===== config.mk =====
export PLATFORM = sky130hd
export DESIGN_NAME = gsr_ratio
export DESIGN_NICKNAME = d
export VERILOG_FILES = /design/src/hdl/gaussian_splat_to_rectangle_core_assert.svh /design/src/hdl/gsr_pkg.sv /design/src/hdl/gsr_ratio.sv
export SDC_FILE = /design/constraint.sdc
export NUM_CORES = 2
export LEC_CHECK = 0
export BUFFER_PORTS_ARGS = -buffer_cell sky130_fd_sc_hd__buf_4
export CAP_MARGIN = 5
export CELL_PAD_IN_SITES_DETAIL_PLACEMENT = 1
export CELL_PAD_IN_SITES_GLOBAL_PLACEMENT = 2
export CORE_MARGIN = 1
export CORE_UTILIZATION = 45
export CTS_BUF_LIST = sky130_fd_sc_hd__clkbuf_4 sky130_fd_sc_hd__clkbuf_8
export CTS_CLUSTER_SIZE = 30
export DETAILED_ROUTE_END_ITERATION = 10
export GPL_TIMING_DRIVEN = 0
export PLACE_DENSITY_LB_ADDON = 0.25
export SYNTH_ARGS = -nofsm -noshare
export SYNTH_HDL_FRONTEND = slang
export SYNTH_SLANG_ARGS = --single-unit

===== constraint.sdc =====
create_clock -name clk -period 12.83 [get_ports clk]
set_input_delay 3.849 -clock clk [delete_from_list [all_inputs] [get_ports clk]]
set_output_delay 3.849 -clock clk [all_outputs]
set_load 0.02 [all_outputs]

===== src/hdl/gaussian_splat_to_rectangle_core_assert.svh =====
// assertion macros shared by the splat pipeline
`ifndef GAUSSIAN_SPLAT_TO_RECTANGLE_CORE_ASSERT_SVH
`define GAUSSIAN_SPLAT_TO_RECTANGLE_CORE_ASSERT_SVH

// implication checked on every rising clock edge outside reset
`define GSR_ASSERT_IMPL(label, ante, cons, msg) \
  label: assert property (@(posedge clk) disable iff (rst) (ante) |-> (cons)) \
    else $error(msg);

// plain invariant checked on every rising clock edge outside reset
`define GSR_ASSERT_ALWAYS(label, cond, msg) \
  label: assert property (@(posedge clk) disable iff (rst) (cond)) else $error(msg);

`endif


===== src/hdl/gsr_pkg.sv =====
package gsr_pkg;

  localparam int EXP_TERMS  = 48;
  localparam int QBITS_EXP  = 18;
  localparam int QBITS_ROT  = 15;
  localparam int RATIO_LAT  = QBITS_ROT + 1;
  localparam int EXP_LAT    = 1 + 3 * (EXP_TERMS - 1) + 1 + QBITS_EXP;
  localparam int PIPE_LAT   = 3 + EXP_LAT + 1;

  localparam logic signed [15:0] ONE_Q14     = 16'sd16384;
  localparam logic signed [17:0] COLOUR_BIAS = 18'sd2048;
  localparam logic signed [17:0] COLOUR_MAX  = 18'sd4096;
  localparam logic [31:0]        TWO_Q16     = 32'd131072;

  typedef logic [1:0] axis_t;
  localparam axis_t AXIS_A = 2'd0;
  localparam axis_t AXIS_B = 2'd1;
  localparam axis_t AXIS_C = 2'd2;

  typedef struct packed {
    logic signed [15:0] log_scale_a;
    logic signed [15:0] log_scale_b;
    logic signed [15:0] log_scale_c;
    logic signed [15:0] quat_w;
    logic signed [15:0] quat_i;
    logic signed [15:0] quat_j;
    logic signed [15:0] quat_k;
    logic signed [15:0] dc_red;
    logic signed [15:0] dc_green;
    logic signed [15:0] dc_blue;
  } gsr_in_t;

  typedef struct packed {
    logic signed [15:0] major_axis_x;
    logic signed [15:0] major_axis_y;
    logic signed [15:0] major_axis_z;
    logic signed [15:0] minor_axis_x;
    logic signed [15:0] minor_axis_y;
    logic signed [15:0] minor_axis_z;
    logic [31:0]        rect_width;
    logic [31:0]        rect_height;
    logic [31:0]        rect_radius;
    logic [12:0]        red_out;
    logic [12:0]        green_out;
    logic [12:0]        blue_out;
  } gsr_out_t;

  // front end result: selected matrix numerators, norm and side data
  typedef struct packed {
    logic               vld;
    logic [2:0][34:0]   num_maj;
    logic [2:0][34:0]   num_min;
    logic [32:0]        n2;
    logic               n2zero;
    logic signed [15:0] scale_maj;
    logic signed [15:0] scale_min;
    axis_t              first;
    axis_t              second;
    logic [12:0]        red;
    logic [12:0]        green;
    logic [12:0]        blue;
  } gsr_front_t;

  // floor(v / d) for a small constant d, recip = floor(2^32 / d)
  function automatic logic [27:0] div_small(input logic [27:0] v,
                                            input logic [32:0] recip,
                                            input logic [5:0]  d);
    logic [60:0] p;
    logic [27:0] q0;
    logic [27:0] r;
    p  = 61'(v) * 61'(recip);
    q0 = p[59:32];
    r  = v - 28'(q0 * 28'(d));
    if (r >= 28'(d)) begin
      q0 = q0 + 28'd1;
    end
    return q0;
  endfunction

endpackage


===== src/hdl/gsr_ratio.sv =====
module gsr_ratio (
  input  logic               clk,
  input  logic signed [34:0] num,
  input  logic [32:0]        den,
  output logic signed [15:0] ratio
);

  localparam int QB = gsr_pkg::QBITS_ROT;

  typedef struct packed {
    logic        neg;
    logic [48:0] rem;
    logic [33:0] d;
    logic [QB-1:0] q;
  } dv_t;

  dv_t st [QB+1];

  // round(|num| * 2^14 / den) half up, as floor((|num| << 15 + den) / (2 den))
  always_ff @(posedge clk) begin
    logic [33:0] mag;
    mag = num[34] ? 34'(-num) : 34'(num);
    st[0].neg <= num[34];
    st[0].rem <= {mag, 15'b0} + 49'(den);
    st[0].d   <= {den, 1'b0};
    st[0].q   <= '0;
  end

  for (genvar i = 0; i < QB; i++) begin : g_bit
    localparam int B = QB - 1 - i;
    always_ff @(posedge clk) begin
      logic [48:0] sh;
      dv_t         nx;
      sh = 49'(st[i].d) << B;
      nx = st[i];
      if (st[i].rem >= sh) begin
        nx.rem  = st[i].rem - sh;
        nx.q[B] = 1'b1;
      end
      st[i+1] <= nx;
    end
  end

  assign ratio = st[QB].neg ? -$signed({1'b0, st[QB].q}) : $signed({1'b0, st[QB].q});

endmodule


==> results by group <==
Floorplanning
  • Initial standard-cell utilization of the core: 45.5%
  • Die boundary height: 370 um
  • I/O pin count: 85
  • Die Outline Area: 137000 sq um
  • Row count: 134
  • Core area: 134000 sq um
  • Horizontal die dimension: 370 um

Route
  • Residual antenna-violating net count after detailed routing: 0
  • Post-detailed-route wirelength per cell: 21.3 um
  • Via count normalized by instance count: 5.51
  • DRT Wirelength: 195000 um
  • Number of detailed-route iterations in the first pass: 5
  • Number of vias in the routed layout: 50400
  • DRC violation count after routing: 0
  • Drt first-iter violations: 2425

Run status
  • Result of the run: finished clean

Timing
  • Setup TNS: 0 ps
  • Clock period minus worst slack: 8390 ps
  • Final Setup Violations: 0
  • Transition time at the pin with the least slew margin: 1130 ps
  • Headroom to the max-slew limit: 23.8%
  • Setup repair after global routing missed its margin: no
  • Max Clock Freq: 0.119 GHz
  • Max Transition Viols Final: 0
  • Worst Clk Skew: 41.6 ps
  • Final Hold Vio Count: 0
  • Worst-case setup margin in the final layout: 4440 ps
  • Final cycle utilization of the critical path: 65.4%

Clock tree
  • CTS resizes: 0
  • Clock tree buffer depth: 3
  • Number of buffers created by CTS: 203
  • Total of hold buffers inserted after clock tree synthesis: 0
  • Clock sink count: 1232
  • Buffers inserted during post-CTS setup optimization: 0
  • Library cell used as clock root buffer: sky130_fd_sc_hd__clkbuf_8
  • Source-to-sink clock delay at the later pin of the worst-skew pair: 920 ps
  • CTS tree: yes
  • Clk pin slew, worst setup/hold paths: 60 ps
  • H-tree levels: 4

Yosys
  • Cell variety after synth: 99
  • Synthesized Nets: 7533
  • Number of instances in the synthesized netlist: 6935
  • Warnings from Yosys: 0
  • Part of the Yosys area used for sequential elements: 40.4%
  • Proportion of register bits with asynchronous set or reset after synthesis: 0%
  • Area leader, netlist: sky130_fd_sc_hd__dfxtp_1
  • Average footprint of a synthesized cell: 8.79 sq um
  • Library cell with the highest instance count after synthesis: sky130_fd_sc_hd__dfxtp_1
  • Cell area after synthesis: 61000 sq um
  • Area fraction of the dominant cell type after synthesis: 40.4%
  • Synth cell count leaders: sky130_fd_sc_hd__dfxtp_1, sky130_fd_sc_hd__inv_1, sky130_fd_sc_hd__a21oi_1
  • EDFF count, synth: 0
  • Count of state elements after synthesis: 1232
  • Dominant cells by area after synthesis: sky130_fd_sc_hd__dfxtp_1, sky130_fd_sc_hd__ha_1, sky130_fd_sc_hd__xnor2_1
  • Top flip-flop cell by instance count after synthesis: sky130_fd_sc_hd__dfxtp_1

Critical path
  • Critical Path Sink Type: flop
  • Worst path most repeated cell: sky130_fd_sc_hd__clkbuf_1
  • Cell count along the critical path: 18
  • Crit path cell chain: buf_4 -> clkbuf_1 -> clkbuf_1 -> buf_1 -> o21ai_0 -> fa_1 -> a21o_1 -> a211o_1 -> a21o_1 -> o31a_1 -> o22ai_1 -> o21ai_0 -> a31oi_1 -> or2_1 -> clkbuf_1 -> nand2_1 -> a2bb2oi_1 -> o221ai_1
  • Setup crit start kind: primary input
  • Cell with the biggest individual delay on the critical path: sky130_fd_sc_hd__clkbuf_1
  • Largest fanout of any net on the critical path: 10
  • Cell family with the largest share of critical-path delay: compound AO/OA/AOI/OAI gates
  • Data required time of the critical path: 13590 ps
  • Crit path arrival time: 9150 ps
  • Logic depth of the worst register-to-register path: 14
  • Max incr delay on CP: 510 ps
  • Buffering stage count on the worst path with inverters included: 5
  • Setup CP Type: in -> reg

Pwr
  • Fraction of power consumed by sequential logic: 31.8%
  • Maximum VDD drop: 0.102 mV
  • Switching power total: 7.86 mW
  • Leak Pwr: 30.9 nW
  • Clk network pwr share: 21.0%
  • Share of power burned in combinational logic: 47.2%
  • Switching part of the total power: 41.6%
  • P per Cell Area: 275 nW/um^2
  • Internal Power: 11.0 mW
  • Overall power of the completed layout: 18.9 mW

GRT
  • Global Route Usage Sum: 28.3%
  • Antenna violations before repair: 2
  • Wire length of the first global-routing pass: 302000 um
  • Grt total ovfl: 0
  • Pin count of the biggest net entering global routing: 18
  • Vias in the first global route: 53200

Hold path
  • Worst Hold Path Cells: 0
  • Worst min-delay path class: reg -> reg

Final layout
  • Syn-to-layout area delta: 12.5%
  • Register with the most flip-flops: st
  • Combined area of the multi-input logic cells: 33100 sq um
  • Fraction of final layout cells with drive strength greater than 1: 7.94%
  • Area taken by flip-flops and latches: 24700 sq um
  • Layout fillers: 15700
  • Number of nets in the finished design: 7821
  • Number of flip-flops under the largest register name: 1232
  • Largest registers: st x1232
  • Final Cell Area: 68600 sq um

Placed design
  • Routability congestion estimate: 0.912
  • Worst slack, placed: 3400 ps
  • Detailed placer's ending HPWL: 159000 um
  • Number of buffers inserted by port buffering: 82
  • Placed inst area: 63800 sq um

Flow run
  • Max-cap check violation count: 0
-- routing by layer --
metal	share of wire (%)	track usage [%]
met5	0	0
met4	4.6	13.0
met3	3.5	4.21
met1	43	33.3
met2	49	50.3
-- power by group through the flow --
stage	logic, mW	registers (mW)	clock network (mW)
2_1_floorplan	6.67	5.57	0
3_3_place_gp	8.66	6.05	0
3_5_place_dp	8.80	6.07	0
4_1_cts	8.89	6.00	4.06
5_1_grt	9.90	6.10	4.22
6_report	8.91	6.00	3.97
-- final cells by class --
class	instances	share of cell area, %
inverters	626	3.43
clock buffers	299	5.59
repair buffers	83	0.905
diodes	3	0.0109
flip-flops and latches	1232	36.0
plain buffers	203	1.20
well taps	1768	3.23
multi-input cells	4874	48.3
clock inverters	68	1.36
-- placed cells by master, fill, tap and decap left out, types with 34 or more instances in the layout --
cell and count:
sky130_fd_sc_hd__dfxtp_1 1232, sky130_fd_sc_hd__or3_1 38, sky130_fd_sc_hd__nand3_1 108, sky130_fd_sc_hd__clkbuf_4 45
sky130_fd_sc_hd__nor4_1 71, sky130_fd_sc_hd__and3_1 46, sky130_fd_sc_hd__nand2_1 590, sky130_fd_sc_hd__a211oi_1 36
sky130_fd_sc_hd__nor2_1 424, sky130_fd_sc_hd__nand4_1 106, sky130_fd_sc_hd__nand2b_1 80, sky130_fd_sc_hd__o21a_1 65
sky130_fd_sc_hd__a21o_1 315, sky130_fd_sc_hd__nor2b_1 79, sky130_fd_sc_hd__o31ai_1 34, sky130_fd_sc_hd__xor2_1 229
sky130_fd_sc_hd__clkbuf_1 168, sky130_fd_sc_hd__o21ai_1 74, sky130_fd_sc_hd__inv_1 622, sky130_fd_sc_hd__nor3_1 89
sky130_fd_sc_hd__o21ai_0 428, sky130_fd_sc_hd__a21oi_1 596, sky130_fd_sc_hd__buf_4 85, sky130_fd_sc_hd__xnor2_1 353
sky130_fd_sc_hd__ha_1 514, sky130_fd_sc_hd__a31oi_1 53, sky130_fd_sc_hd__clkbuf_8 254, sky130_fd_sc_hd__o21bai_1 71
-- stage by stage --
stage	instances	hold WS (ps)	util, %
global route	9156	317	51.2
CTS	9153	314	51.2
floorplan	6935	310	-
detailed placement	8786	313	47.6
finish	9156	312	51.2
global placement	8785	310	47.6
-- cells by family after synthesis --
logic type / Yosys count / synth area share, %
xor gates and xnor gates: 582 / 8.36
and+or+nand+nor: 1784 / 14.1
adders and majority gates: 529 / 11.0
buffers and inverters: 829 / 5.21
DFF: 1232 / 40.4
AOI/OAI and AO/OA: 1913 / 19.6
muxes: 66 / 1.21
-- path summary, 6_finish.rpt --
path	start	endpoint	slack, ps
hold reg to reg	st[0][608]$_DFF_P_	st[0][707]$_DFF_P_	310
hold / removal	st[0][608]$_DFF_P_	st[0][707]$_DFF_P_	310
setup / recovery	num[34]	st[0][88]$_DFF_P_	4440
setup reg to reg	st[1][140]$_DFF_P_	st[1][294]$_DFF_P_	7300
Note: power is estimated with default switching activity, not from simulation.
